## src/design/ieval_pkg.sv

```systemverilog
// ----------------------------------------------------------------------------
// Infix evaluator package
// Shared sizes, character codes, operator and status codes, sequencer states
// and small helper functions for the infix expression evaluator.
// ----------------------------------------------------------------------------
package ieval_pkg;

  localparam int VALUE_DEPTH         = 16;
  localparam int OPERATOR_DEPTH      = 16;
  localparam int FRACTION_BITS       = 16;
  localparam int MAX_FRACTION_DIGITS = 6;

  localparam int VALUE_W = 48;
  localparam int NUM_W   = VALUE_W + FRACTION_BITS;
  localparam int PROD_W  = 2 * VALUE_W;
  localparam int VC_W    = $clog2(VALUE_DEPTH + 1);
  localparam int VI_W    = $clog2(VALUE_DEPTH);
  localparam int OC_W    = $clog2(OPERATOR_DEPTH + 1);
  localparam int OI_W    = $clog2(OPERATOR_DEPTH);
  localparam int FD_W    = $clog2(MAX_FRACTION_DIGITS + 1);
  localparam int CNT_W   = $clog2(NUM_W + 1);

  localparam logic [VALUE_W-1:0] VAL_MAX = {1'b0, {(VALUE_W-1){1'b1}}};
  localparam logic [VALUE_W-1:0] VAL_MIN = {1'b1, {(VALUE_W-1){1'b0}}};

  // ASCII characters the parser reacts to.
  localparam logic [7:0] CH_NEWLINE = 8'h0A;
  localparam logic [7:0] CH_LPAR    = 8'h28;
  localparam logic [7:0] CH_RPAR    = 8'h29;
  localparam logic [7:0] CH_STAR    = 8'h2A;
  localparam logic [7:0] CH_PLUS    = 8'h2B;
  localparam logic [7:0] CH_MINUS   = 8'h2D;
  localparam logic [7:0] CH_POINT   = 8'h2E;
  localparam logic [7:0] CH_SLASH   = 8'h2F;
  localparam logic [7:0] CH_ZERO    = 8'h30;
  localparam logic [7:0] CH_NINE    = 8'h39;

  typedef enum logic [2:0] {
    OP_PAREN = 3'd0,
    OP_ADD   = 3'd1,
    OP_SUB   = 3'd2,
    OP_MUL   = 3'd3,
    OP_DIV   = 3'd4
  } op_t;

  typedef enum logic [2:0] {
    ST_OK        = 3'd0,
    ST_DIV0      = 3'd1,
    ST_MALFORMED = 3'd2,
    ST_FULL      = 3'd3,
    ST_SAT       = 3'd4
  } status_t;

  typedef enum logic [3:0] {
    S_IDLE,
    S_FLUSH,
    S_DISPATCH,
    S_RD_B,
    S_RD_A,
    S_EXEC,
    S_WAIT_ALU,
    S_EOL_RD,
    S_EOL_OUT
  } state_t;

  typedef struct packed {
    logic start;
    logic is_div;
  } alu_req_t;

  typedef struct packed {
    logic              done;
    logic [PROD_W-1:0] mag;
  } alu_rsp_t;

  // Operator precedence: parenthesis lowest, then add/subtract.
  function automatic logic [1:0] prec(input op_t op);
    case (op)
      OP_PAREN:       return 2'd0;
      OP_ADD, OP_SUB: return 2'd1;
      default:        return 2'd2;
    endcase
  endfunction

  // Hard errors replace ok or saturated; the first hard error sticks.
  function automatic status_t raise_err(input status_t cur, input status_t e);
    if (cur == ST_OK || cur == ST_SAT) return e;
    return cur;
  endfunction

  function automatic status_t note_sat(input status_t cur);
    if (cur == ST_OK) return ST_SAT;
    return cur;
  endfunction

  function automatic logic is_failed(input status_t cur);
    return (cur != ST_OK) && (cur != ST_SAT);
  endfunction

  // Power of ten, used with constant arguments only.
  function automatic logic [VALUE_W-1:0] pow10(input int n);
    logic [VALUE_W-1:0] p;
    p = VALUE_W'(1);
    for (int i = 0; i < n; i++) p = p * VALUE_W'(10);
    return p;
  endfunction

endpackage

```

## src/design/ieval_if.sv

```systemverilog
// ----------------------------------------------------------------------------
// Infix evaluator channels
// Valid/ready channels for the character requests and the result requests.
// ----------------------------------------------------------------------------
interface ieval_in_if;
  logic       valid;
  logic       ready;
  logic [7:0] char_code;

  modport source (output valid, output char_code, input ready);
  modport sink   (input valid, input char_code, output ready);
endinterface

interface ieval_out_if;
  import ieval_pkg::*;
  logic                      valid;
  logic                      ready;
  logic signed [VALUE_W-1:0] value;
  logic [2:0]                status;

  modport source (output valid, output value, output status, input ready);
  modport sink   (input valid, input value, input status, output ready);
endinterface

```

## src/design/ieval_alu.sv

```systemverilog
// ----------------------------------------------------------------------------
// Infix evaluator arithmetic unit
// Shared bit-serial unit: shift-add multiply of two magnitudes (one bit per
// cycle) or restoring divide of a wide numerator (one quotient bit per cycle).
// ----------------------------------------------------------------------------
module ieval_alu (
  input  logic                          clk,
  input  logic                          rst,
  input  ieval_pkg::alu_req_t           req,
  input  logic [ieval_pkg::NUM_W-1:0]   op_a,
  input  logic [ieval_pkg::VALUE_W-1:0] op_b,
  output ieval_pkg::alu_rsp_t           rsp
);
  import ieval_pkg::*;

  logic               busy;
  logic               done;
  logic               is_div;
  logic [CNT_W-1:0]   cnt;
  logic [PROD_W-1:0]  prod;
  logic [VALUE_W-1:0] mcand;
  logic [VALUE_W-1:0] rem;
  logic [NUM_W-1:0]   quo;
  logic [VALUE_W-1:0] den;

  logic [VALUE_W:0]   mul_sum;
  logic [VALUE_W:0]   div_try;
  logic               div_ge;
  logic [VALUE_W:0]   div_diff;

  // One multiply step and one divide step.
  always_comb begin
    mul_sum  = {1'b0, prod[PROD_W-1:VALUE_W]} + (prod[0] ? {1'b0, mcand} : '0);
    div_try  = {rem, quo[NUM_W-1]};
    div_ge   = div_try >= {1'b0, den};
    div_diff = div_try - {1'b0, den};
  end

  always_ff @(posedge clk) begin
    if (rst) begin
      busy <= 1'b0;
      done <= 1'b0;
    end else begin
      done <= 1'b0;
      if (req.start) begin
        busy <= 1'b1;
      end else if (busy && cnt == CNT_W'(1)) begin
        busy <= 1'b0;
        done <= 1'b1;
      end
    end
  end

  always_ff @(posedge clk) begin
    if (req.start) begin
      is_div <= req.is_div;
      cnt    <= req.is_div ? CNT_W'(NUM_W) : CNT_W'(VALUE_W);
      prod   <= {{VALUE_W{1'b0}}, op_b};
      mcand  <= op_a[VALUE_W-1:0];
      quo    <= op_a;
      rem    <= '0;
      den    <= op_b;
    end else if (busy) begin
      cnt <= cnt - CNT_W'(1);
      if (is_div) begin
        rem <= div_ge ? div_diff[VALUE_W-1:0] : div_try[VALUE_W-1:0];
        quo <= {quo[NUM_W-2:0], div_ge};
      end else begin
        prod <= {mul_sum, prod[VALUE_W-1:1]};
      end
    end
  end

  // Product is rescaled by the fraction bits; quotient is taken as is.
  assign rsp.done = done;
  assign rsp.mag  = is_div ? PROD_W'(quo) : PROD_W'(prod[PROD_W-1:FRACTION_BITS]);

endmodule

```

## src/design/infix_expression_evaluator.sv

```systemverilog
// A digit or a plain character is taken in the idle state; ending a number runs
// the shared divider to scale it; a + or - reduction is done directly, while
// * and / reductions run the shared serial multiply/divide unit.
// Characters are taken one at a time and only while idle; the serial multiply/divide unit sets the pace.
// A newline result is registered after its last reduction, once the output register is free.
// Reset (synchronous) clears the counts, number state, error and the result.
// ----------------------------------------------------------------------------
// Infix expression evaluator
// Shunting-yard evaluation of ASCII characters into a Q31.16 fixed-point
// result, with value and operator stacks and a shared serial arithmetic unit.
// ----------------------------------------------------------------------------
module infix_expression_evaluator (
  input logic         clk,
  input logic         rst,
  ieval_in_if.sink    chars,
  ieval_out_if.source results
);
  import ieval_pkg::*;

  state_t state, state_next;
  logic [7:0]         ch, ch_next;
  logic [VC_W-1:0]    vc, vc_next;
  logic [OC_W-1:0]    oc, oc_next;
  logic [VALUE_W-1:0] mant, mant_next;
  logic [FD_W-1:0]    fd, fd_next;
  logic               active, active_next;
  logic               point, point_next;
  status_t            err, err_next;
  op_t                cur_op, cur_op_next;
  logic [VALUE_W-1:0] opb, opb_next;
  logic               neg, neg_next;
  logic               out_valid, ov_next;
  logic [VALUE_W-1:0] out_value, oval_next;
  status_t            out_status, ost_next;

  op_t                opstk [OPERATOR_DEPTH];
  logic               op_we;
  op_t                op_wdata;

  logic [VALUE_W-1:0] vmem [VALUE_DEPTH];
  logic [VALUE_W-1:0] rdata;
  logic               we;
  logic [VI_W-1:0]    waddr;
  logic [VI_W-1:0]    raddr;
  logic [VALUE_W-1:0] wdata;

  alu_req_t           alu_req;
  alu_rsp_t           alu_rsp;
  logic [NUM_W-1:0]   alu_a;
  logic [VALUE_W-1:0] alu_b;

  logic [VALUE_W-1:0] pow10_tab [MAX_FRACTION_DIGITS+1];

  // Constant table of divisors for the fraction digits.
  for (genvar k = 0; k <= MAX_FRACTION_DIGITS; k++) begin : g_pow10
    assign pow10_tab[k] = pow10(k);
  end

  ieval_alu u_alu (
    .clk  (clk),
    .rst  (rst),
    .req  (alu_req),
    .op_a (alu_a),
    .op_b (alu_b),
    .rsp  (alu_rsp)
  );

  // Helper values for the sequencer.
  logic               failed;
  op_t                top_op;
  logic [OI_W-1:0]    oc_top;
  logic [VALUE_W+3:0] m10;
  logic               m_ovf;
  logic               fl_sat;
  logic [VALUE_W-1:0] fl_val;
  logic               fm_sat;
  logic [VALUE_W-1:0] fm_val;
  logic [VALUE_W:0]   as_sum;
  logic               as_sat;
  logic [VALUE_W-1:0] as_val;
  logic [VALUE_W-1:0] mag_a;
  logic [VALUE_W-1:0] mag_b;
  logic [VC_W-1:0]    vc_m1;
  logic [VC_W-1:0]    vc_m2;
  logic               reduce_req;
  logic               push_req;
  op_t                push_opc;
  op_t                ch_op;
  status_t            e;

  always_comb begin
    failed = is_failed(err);
    oc_top = OI_W'(oc - OC_W'(1));
    top_op = opstk[oc_top];
    vc_m1  = vc - VC_W'(1);
    vc_m2  = vc - VC_W'(2);
    m10    = ({4'b0, mant} << 3) + ({4'b0, mant} << 1) +
             (VALUE_W+4)'(chars.char_code[3:0]);
    m_ovf  = |m10[VALUE_W+3:VALUE_W];
    fl_sat = |alu_rsp.mag[PROD_W-1:VALUE_W-1];
    fl_val = fl_sat ? VAL_MAX : alu_rsp.mag[VALUE_W-1:0];
    fm_sat = neg ? (alu_rsp.mag > PROD_W'(VAL_MIN)) : (alu_rsp.mag > PROD_W'(VAL_MAX));
    fm_val = fm_sat ? (neg ? VAL_MIN : VAL_MAX)
                    : (neg ? VALUE_W'(-alu_rsp.mag[VALUE_W-1:0])
                           : alu_rsp.mag[VALUE_W-1:0]);
    mag_a  = rdata[VALUE_W-1] ? VALUE_W'(-rdata) : rdata;
    mag_b  = opb[VALUE_W-1] ? VALUE_W'(-opb) : opb;
    if (cur_op == OP_SUB) as_sum = {rdata[VALUE_W-1], rdata} - {opb[VALUE_W-1], opb};
    else                  as_sum = {rdata[VALUE_W-1], rdata} + {opb[VALUE_W-1], opb};
    as_sat = as_sum[VALUE_W] != as_sum[VALUE_W-1];
    as_val = as_sat ? (as_sum[VALUE_W] ? VAL_MIN : VAL_MAX) : as_sum[VALUE_W-1:0];
    case (ch)
      CH_PLUS:  ch_op = OP_ADD;
      CH_MINUS: ch_op = OP_SUB;
      CH_STAR:  ch_op = OP_MUL;
      default:  ch_op = OP_DIV;
    endcase
  end

  // Sequencer: next state and datapath controls.
  always_comb begin
    state_next  = state;
    ch_next     = ch;
    vc_next     = vc;
    oc_next     = oc;
    mant_next   = mant;
    fd_next     = fd;
    active_next = active;
    point_next  = point;
    err_next    = err;
    cur_op_next = cur_op;
    opb_next    = opb;
    neg_next    = neg;
    ov_next     = out_valid && !results.ready;
    oval_next   = out_value;
    ost_next    = out_status;
    op_we       = 1'b0;
    op_wdata    = OP_PAREN;
    we          = 1'b0;
    waddr       = '0;
    wdata       = '0;
    raddr       = '0;
    alu_req     = '0;
    alu_a       = {mant, {FRACTION_BITS{1'b0}}};
    alu_b       = pow10_tab[fd];
    reduce_req  = 1'b0;
    push_req    = 1'b0;
    push_opc    = OP_PAREN;
    e           = err;

    case (state)
      S_IDLE: begin
        if (chars.valid) begin
          ch_next = chars.char_code;
          if (chars.char_code == CH_NEWLINE) begin
            if (!failed && active) begin
              alu_req    = '{start: 1'b1, is_div: 1'b1};
              state_next = S_FLUSH;
            end else begin
              state_next = S_DISPATCH;
            end
          end else if (failed) begin
            state_next = S_IDLE;
          end else if (chars.char_code >= CH_ZERO && chars.char_code <= CH_NINE) begin
            // Accumulate a decimal digit; extra fraction digits are dropped.
            active_next = 1'b1;
            if (!(point && fd >= FD_W'(MAX_FRACTION_DIGITS))) begin
              if (m_ovf) begin
                mant_next = '1;
                err_next  = note_sat(err);
              end else begin
                mant_next = m10[VALUE_W-1:0];
              end
              if (point) fd_next = fd + FD_W'(1);
            end
          end else if (chars.char_code == CH_POINT && !(active && point)) begin
            active_next = 1'b1;
            point_next  = 1'b1;
          end else if (active) begin
            alu_req    = '{start: 1'b1, is_div: 1'b1};
            state_next = S_FLUSH;
          end else begin
            state_next = S_DISPATCH;
          end
        end
      end

      S_FLUSH: begin
        // Finished number goes onto the value stack.
        if (alu_rsp.done) begin
          if (fl_sat) e = note_sat(e);
          mant_next   = '0;
          fd_next     = '0;
          active_next = 1'b0;
          point_next  = 1'b0;
          if (vc >= VC_W'(VALUE_DEPTH)) begin
            e = raise_err(e, ST_FULL);
          end else begin
            we      = 1'b1;
            waddr   = vc[VI_W-1:0];
            wdata   = fl_val;
            vc_next = vc + VC_W'(1);
          end
          err_next   = e;
          state_next = S_DISPATCH;
        end
      end

      S_DISPATCH: begin
        state_next = S_IDLE;
        case (ch)
          CH_NEWLINE: begin
            if (!failed && oc != '0) begin
              state_next = S_DISPATCH;
              if (top_op == OP_PAREN) err_next = raise_err(err, ST_MALFORMED);
              else                    reduce_req = 1'b1;
            end else begin
              if (!failed && vc != VC_W'(1)) err_next = raise_err(err, ST_MALFORMED);
              state_next = S_EOL_RD;
            end
          end
          CH_POINT: begin
            active_next = 1'b1;
            point_next  = 1'b1;
          end
          CH_LPAR: begin
            if (!failed) push_req = 1'b1;
          end
          CH_RPAR: begin
            if (!failed && oc != '0 && top_op != OP_PAREN) begin
              reduce_req = 1'b1;
            end else if (!failed) begin
              if (oc == '0) err_next = raise_err(err, ST_MALFORMED);
              else          oc_next  = oc - OC_W'(1);
            end
          end
          CH_PLUS, CH_MINUS, CH_STAR, CH_SLASH: begin
            if (!failed && oc != '0 && prec(top_op) >= prec(ch_op)) begin
              reduce_req = 1'b1;
            end else if (!failed) begin
              push_req = 1'b1;
              push_opc = ch_op;
            end
          end
          default: state_next = S_IDLE;
        endcase

        // Operator push.
        if (push_req) begin
          if (oc >= OC_W'(OPERATOR_DEPTH)) begin
            err_next = raise_err(err, ST_FULL);
          end else begin
            op_we    = 1'b1;
            op_wdata = push_opc;
            oc_next  = oc + OC_W'(1);
          end
        end

        // Start of one reduction: pop the operator, then fetch two operands.
        if (reduce_req) begin
          if (vc < VC_W'(2)) begin
            err_next   = raise_err(err, ST_MALFORMED);
            state_next = S_DISPATCH;
          end else begin
            cur_op_next = top_op;
            oc_next     = oc - OC_W'(1);
            state_next  = S_RD_B;
          end
        end
      end

      S_RD_B: begin
        raddr      = vc_m1[VI_W-1:0];
        state_next = S_RD_A;
      end

      S_RD_A: begin
        raddr      = vc_m2[VI_W-1:0];
        opb_next   = rdata;
        state_next = S_EXEC;
      end

      S_EXEC: begin
        vc_next    = vc_m1;
        waddr      = vc_m2[VI_W-1:0];
        wdata      = as_val;
        neg_next   = rdata[VALUE_W-1] ^ opb[VALUE_W-1];
        alu_b      = mag_b;
        state_next = S_DISPATCH;
        case (cur_op)
          OP_ADD, OP_SUB: begin
            we = 1'b1;
            if (as_sat) err_next = note_sat(err);
          end
          OP_MUL: begin
            alu_req    = '{start: 1'b1, is_div: 1'b0};
            alu_a      = NUM_W'(mag_a);
            state_next = S_WAIT_ALU;
          end
          OP_DIV: begin
            if (opb == '0) begin
              err_next = raise_err(err, ST_DIV0);
            end else begin
              alu_req    = '{start: 1'b1, is_div: 1'b1};
              alu_a      = {mag_a, {FRACTION_BITS{1'b0}}};
              state_next = S_WAIT_ALU;
            end
          end
          default: state_next = S_DISPATCH;
        endcase
      end

      S_WAIT_ALU: begin
        if (alu_rsp.done) begin
          we    = 1'b1;
          waddr = vc_m1[VI_W-1:0];
          wdata = fm_val;
          if (fm_sat) err_next = note_sat(err);
          state_next = S_DISPATCH;
        end
      end

      S_EOL_RD: begin
        state_next = S_EOL_OUT;
      end

      S_EOL_OUT: begin
        // Result goes out once the output register is free; then clear up.
        if (!out_valid || results.ready) begin
          ov_next     = 1'b1;
          oval_next   = failed ? '0 : rdata;
          ost_next    = err;
          vc_next     = '0;
          oc_next     = '0;
          mant_next   = '0;
          fd_next     = '0;
          active_next = 1'b0;
          point_next  = 1'b0;
          err_next    = ST_OK;
          state_next  = S_IDLE;
        end
      end

      default: state_next = S_IDLE;
    endcase
  end

  // Control and number registers.
  always_ff @(posedge clk) begin
    if (rst) begin
      state     <= S_IDLE;
      vc        <= '0;
      oc        <= '0;
      mant      <= '0;
      fd        <= '0;
      active    <= 1'b0;
      point     <= 1'b0;
      err       <= ST_OK;
      out_valid <= 1'b0;
    end else begin
      state     <= state_next;
      vc        <= vc_next;
      oc        <= oc_next;
      mant      <= mant_next;
      fd        <= fd_next;
      active    <= active_next;
      point     <= point_next;
      err       <= err_next;
      out_valid <= ov_next;
    end
  end

  // Payload registers.
  always_ff @(posedge clk) begin
    ch         <= ch_next;
    cur_op     <= cur_op_next;
    opb        <= opb_next;
    neg        <= neg_next;
    out_value  <= oval_next;
    out_status <= ost_next;
  end

  // Operator stack, read at its top only.
  always_ff @(posedge clk) begin
    if (op_we) opstk[oc[OI_W-1:0]] <= op_wdata;
  end

  // Value stack memory with registered read.
  always_ff @(posedge clk) begin
    if (we) vmem[waddr] <= wdata;
    rdata <= vmem[raddr];
  end

  assign chars.ready    = (state == S_IDLE);
  assign results.valid  = out_valid;
  assign results.value  = out_value;
  assign results.status = out_status;

endmodule

```

## src/flat_wrapper.sv

```systemverilog
// flat-port wrapper written by rule: the top's interface ports become plain ports
module infix_expression_evaluator_flat import ieval_pkg::*;
  (clk, rst, chars_valid, chars_char_code, chars_ready, results_valid, results_value, results_status, results_ready);
  ieval_in_if chars_i ();
  ieval_out_if results_i ();
  input logic clk;
  input logic rst;
  input wire logic [$bits(chars_i.valid)-1:0] chars_valid;
  input wire logic [$bits(chars_i.char_code)-1:0] chars_char_code;
  output wire logic [$bits(chars_i.ready)-1:0] chars_ready;
  output wire logic [$bits(results_i.valid)-1:0] results_valid;
  output wire logic [$bits(results_i.value)-1:0] results_value;
  output wire logic [$bits(results_i.status)-1:0] results_status;
  input wire logic [$bits(results_i.ready)-1:0] results_ready;
  assign chars_i.valid = chars_valid;
  assign chars_i.char_code = chars_char_code;
  assign chars_ready = chars_i.ready;
  assign results_valid = results_i.valid;
  assign results_value = results_i.value;
  assign results_status = results_i.status;
  assign results_i.ready = results_ready;
  infix_expression_evaluator u_core (.clk(clk), .rst(rst), .chars(chars_i), .results(results_i));
endmodule
```

## config.mk

```make
export PLATFORM = sky130hd
export DESIGN_NAME = infix_expression_evaluator_flat
export DESIGN_NICKNAME = d
export VERILOG_FILES = /design/src/design/ieval_pkg.sv /design/src/design/ieval_if.sv /design/src/design/ieval_alu.sv /design/src/design/infix_expression_evaluator.sv /design/src/flat_wrapper.sv
export SDC_FILE = /design/constraint.sdc
export NUM_CORES = 2
export LEC_CHECK = 0
export BUFFER_PORTS_ARGS = -buffer_cell sky130_fd_sc_hd__buf_2
export CORE_UTILIZATION = 43
export CTS_CLUSTER_DIAMETER = 80
export DETAILED_ROUTE_END_ITERATION = 10
export GPL_TIMING_DRIVEN = 0
export SYNTH_ARGS = -nofsm -noshare
export SYNTH_HDL_FRONTEND = slang
export SYNTH_SLANG_ARGS = --single-unit
```

## constraint.sdc

```tcl
create_clock -name clk -period 16.5 [get_ports clk]
set_input_delay 1.65 -clock clk [delete_from_list [all_inputs] [get_ports clk]]
set_output_delay 1.65 -clock clk [all_outputs]
set_load 0.02 [all_outputs]
```

==> summary.txt <==
Outcome
  – Run status: complete, but fails checks
  – Failing checks: capacitance limit, slew limit

Synthesis
  – Post-synth top area share: 0.485
  – Avg Inst Size Synth: 10.2 um^2
  – Largest cells by area after synthesis: edfxtp_1 (49%), nand2_1 (7.5%), dfxtp_1 (6.1%)
  – Seq/Total Area, Yosys: 0.547
  – Main flop type after synthesis: edfxtp_1
  – Post-synth EDFFs: 1143
  – Post-synth top area cell: edfxtp_1
  – Ys async rst share: 0
  – Gate Count Post-Synth: 6903
  – Synth Register Bits: 1360
  – Syn Nets: 7183
  – Ys Warns: 0
  – Yosys cell types: 89
  – Post-Syn Area: 70700 um^2

Layout
  – Commonest non-fill, non-tap cell in the layout: nand2_1
  – Layout cells sized above 1: 0.0637
  – Post-route insts no fill: 9465
  – Post-layout net count: 7442
  – Synth-to-layout area growth: 13.0%
  – Final core utilization: 0.490
  – Commonest non-fill, non-tap cells in the layout: nand2_1 (1419), edfxtp_1 (1143), a21oi_1 (447)

Die
  – Num ports: 65
  – Die Ht: 408 um
  – Area of the core: 163000 um^2
  – Die area: 166000 um^2
  – Initial Util: 0.434
  – DIE WIDTH: 408 um
  – Rows: 148

Critical path
  – Nature of the critical path startpoint: flip-flop
  – Reg2reg start: u_core.u_alu.is_div
  – Slack of the worst reg-to-reg path: 6.14 ns
  – R2R cell count: 16
  – R2R Path End: u_core.vmem[15][30]
  – Crit path kind: reg -> reg
  – Crit end category: flip-flop
  – WP data required: 16.92 ns
  – Crit path max fanout: 16
  – CP arrival: 10.78 ns

STA
  – Count of final setup violators: 0
  – Slew @ Worst Pin: 1.54 ns
  – Rel. slew slack: -0.0284
  – Minimum clock period after layout: 10.36 ns
  – Final Max Slew Viols: 7
  – Clock skew: 0.0621 ns
  – Worst setup margin: 6.14 ns
  – Final hold violation count: 0
  – RSZ-0062 raised after global routing: false
  – Final Cycle Share: 0.628
  – Setup TNS: 0 ns
  – Maximum achievable frequency: 96.5 MHz

CTS
  – Clock sinks: 1360
  – Postcts setup bufs: 0
  – CTS H-tree depth: 4
  – Post-CTS resize count: 0
  – Clock transition time at the flip-flop clock pins of the worst setup and hold paths: 0.06 ns
  – Longest Clk Path Bufs: 3
  – Clk Latency, worst-skew pair: 0.85 ns
  – Total CTS buffers: 153
  – CTS Hold Bufs: 0
  – Clock tree root driver cell: clkbuf_16
  – CTS tree: built

Global route
  – Grt ovf: 0
  – Initial antenna violation count: 7
  – GR Util All Layers: 0.289
  – Vias in the first global route: 53292
  – First-pass GRT wire length: 357000 um
  – Largest net degree at the start of global routing: 66

Routing
  – Routed vias: 55743
  – DRC Markers: 0
  – Final ANT Viol Nets: 0
  – Mean routed wirelength per cell: 25.9 um
  – Post-Route WL: 245000 um
  – DRT Pass-1 Iters: 6
  – Drt via density: 5.89
  – Initial DRC count: 5970

Hold path
  – Hold path endpoint: u_core.u_alu.prod[72]
  – Hold Crit Depth: 2
  – Hold WC Path Type: reg -> reg
  – Hold Path Origin: u_core.u_alu.prod[72]

Place
  – IO Port Bufs: 64
  – DP Cell Count: 9179
  – Placement Setup Slack: 6.12 ns
  – Final GP Congestion: 1.03
  – Detailed-placement wirelength estimate: 187000 um

Pwr
  – Peak VDD IR: 126 uV
  – P per Cell Area: 117 nW/um^2
  – Leak pwr: 29.8 nW

Run
  – Max cap viols: 1
-- how the worst max path moves through the flow --
| stage | depth (start not counted) | endpoint | from |
|---|---|---|---|
| floorplan | 25 | u_core.vmem[0][45] | u_core.opb[0] |
| global route | 16 | u_core.vmem[0][28] | u_core.u_alu.is_div |
| CTS | 16 | u_core.vmem[12][7] | u_core.u_alu.is_div |
| global placement | 16 | u_core.vmem[13][37] | u_core.u_alu.is_div |
| detailed placement | 16 | u_core.vmem[7][7] | u_core.u_alu.is_div |
| finish | 16 | u_core.vmem[15][30] | u_core.u_alu.is_div |
-- logic make-up after synthesis --
family,count (synthesis),share of synthesized area
buffers and inverters,522,0.0278
AOI/OAI and AO/OA,1532,0.139
and+or+nand+nor,2751,0.175
adders and majority gates,268,0.0480
DFF,1360,0.547
muxes,143,0.0228
xor gates and xnor gates,327,0.0406
-- critical path: stages, from the launching register on --
cell and delay [ns]:
edfxtp_1 0.47, clkbuf_1 0.44, clkbuf_1 0.66, buf_1 0.92, buf_1 0.72, clkbuf_1 0.61, buf_1 0.70, mux2i_1 0.62
ha_1 0.38, o221ai_1 0.31, nor3_1 0.71, nand4_1 0.46, o41ai_1 0.70, clkbuf_1 0.55, clkbuf_1 0.46, a21oi_1 0.15
o221ai_1 1.07
-- sequential cells by signal, summed over array words and instances, names as in the netlist, 4 cells and up --
register / count
u_core.ch: 8
u_core.mant: 48
u_core.oc: 5
u_core.opb: 48
u_core.opstk: 48
u_core.rdata: 48
u_core.results.value: 48
u_core.state: 4
u_core.u_alu.cnt: 7
u_core.u_alu.den: 48
u_core.u_alu.mcand: 48
u_core.u_alu.prod: 96
u_core.u_alu.quo: 64
u_core.u_alu.rem: 48
u_core.vc: 5
u_core.vmem: 768
-- synth_stat cells, drive strengths merged, types with 111 or more instances --
cell	count
a21o	138
a21oi	448
a311oi	145
and2	124
and3	130
clkbuf	363
dfxtp	217
edfxtp	1143
ha	263
inv	126
mux2i	111
nand2	1419
nand3	291
nor2	437
o21ai	338
xnor2	126
xor2	201
-- where the power goes --
part | internal [mW] | switching, mW
clock | 1.98 | 1.52
combinational | 0.629 | 1.17
sequential | 3.86 | 0.201
-- metal layers --
layer / vias to the layer above / track usage / routed length, um
li1: 25828 / - / -
met1: 27337 / 0.386 / 103000
met2: 2164 / 0.478 / 116000
met3: 410 / 0.0362 / 16000
met4: 4 / 0.111 / 9670
met5: - / 0 / 21
-- through the flow --
stage               cell area (um^2)  power (mW)  hold WS (ns)
floorplan                      70700        5.27         0.435
global placement               73700        5.86         0.463
detailed placement             74700        5.88         0.473
CTS                            79800        9.34         0.481
global route                   79900        9.69         0.506
finish                         79900        9.35         0.476
-- area by class of cell --
type                            count  area, um^2
Timing Repair Buffer              104        1020
Clock inverter                     99        1160
Antenna cell                        1        2.50
Tap cell                         2175        2720
Clock buffer                      183        3980
Inverter                          127         482
Fill cell                       15078       83000
Buffer                            395        1490
Multi-Input combinational cell   5021       30400
Sequential cell                  1360       38700
Note: power is estimated with default switching activity, not from simulation.
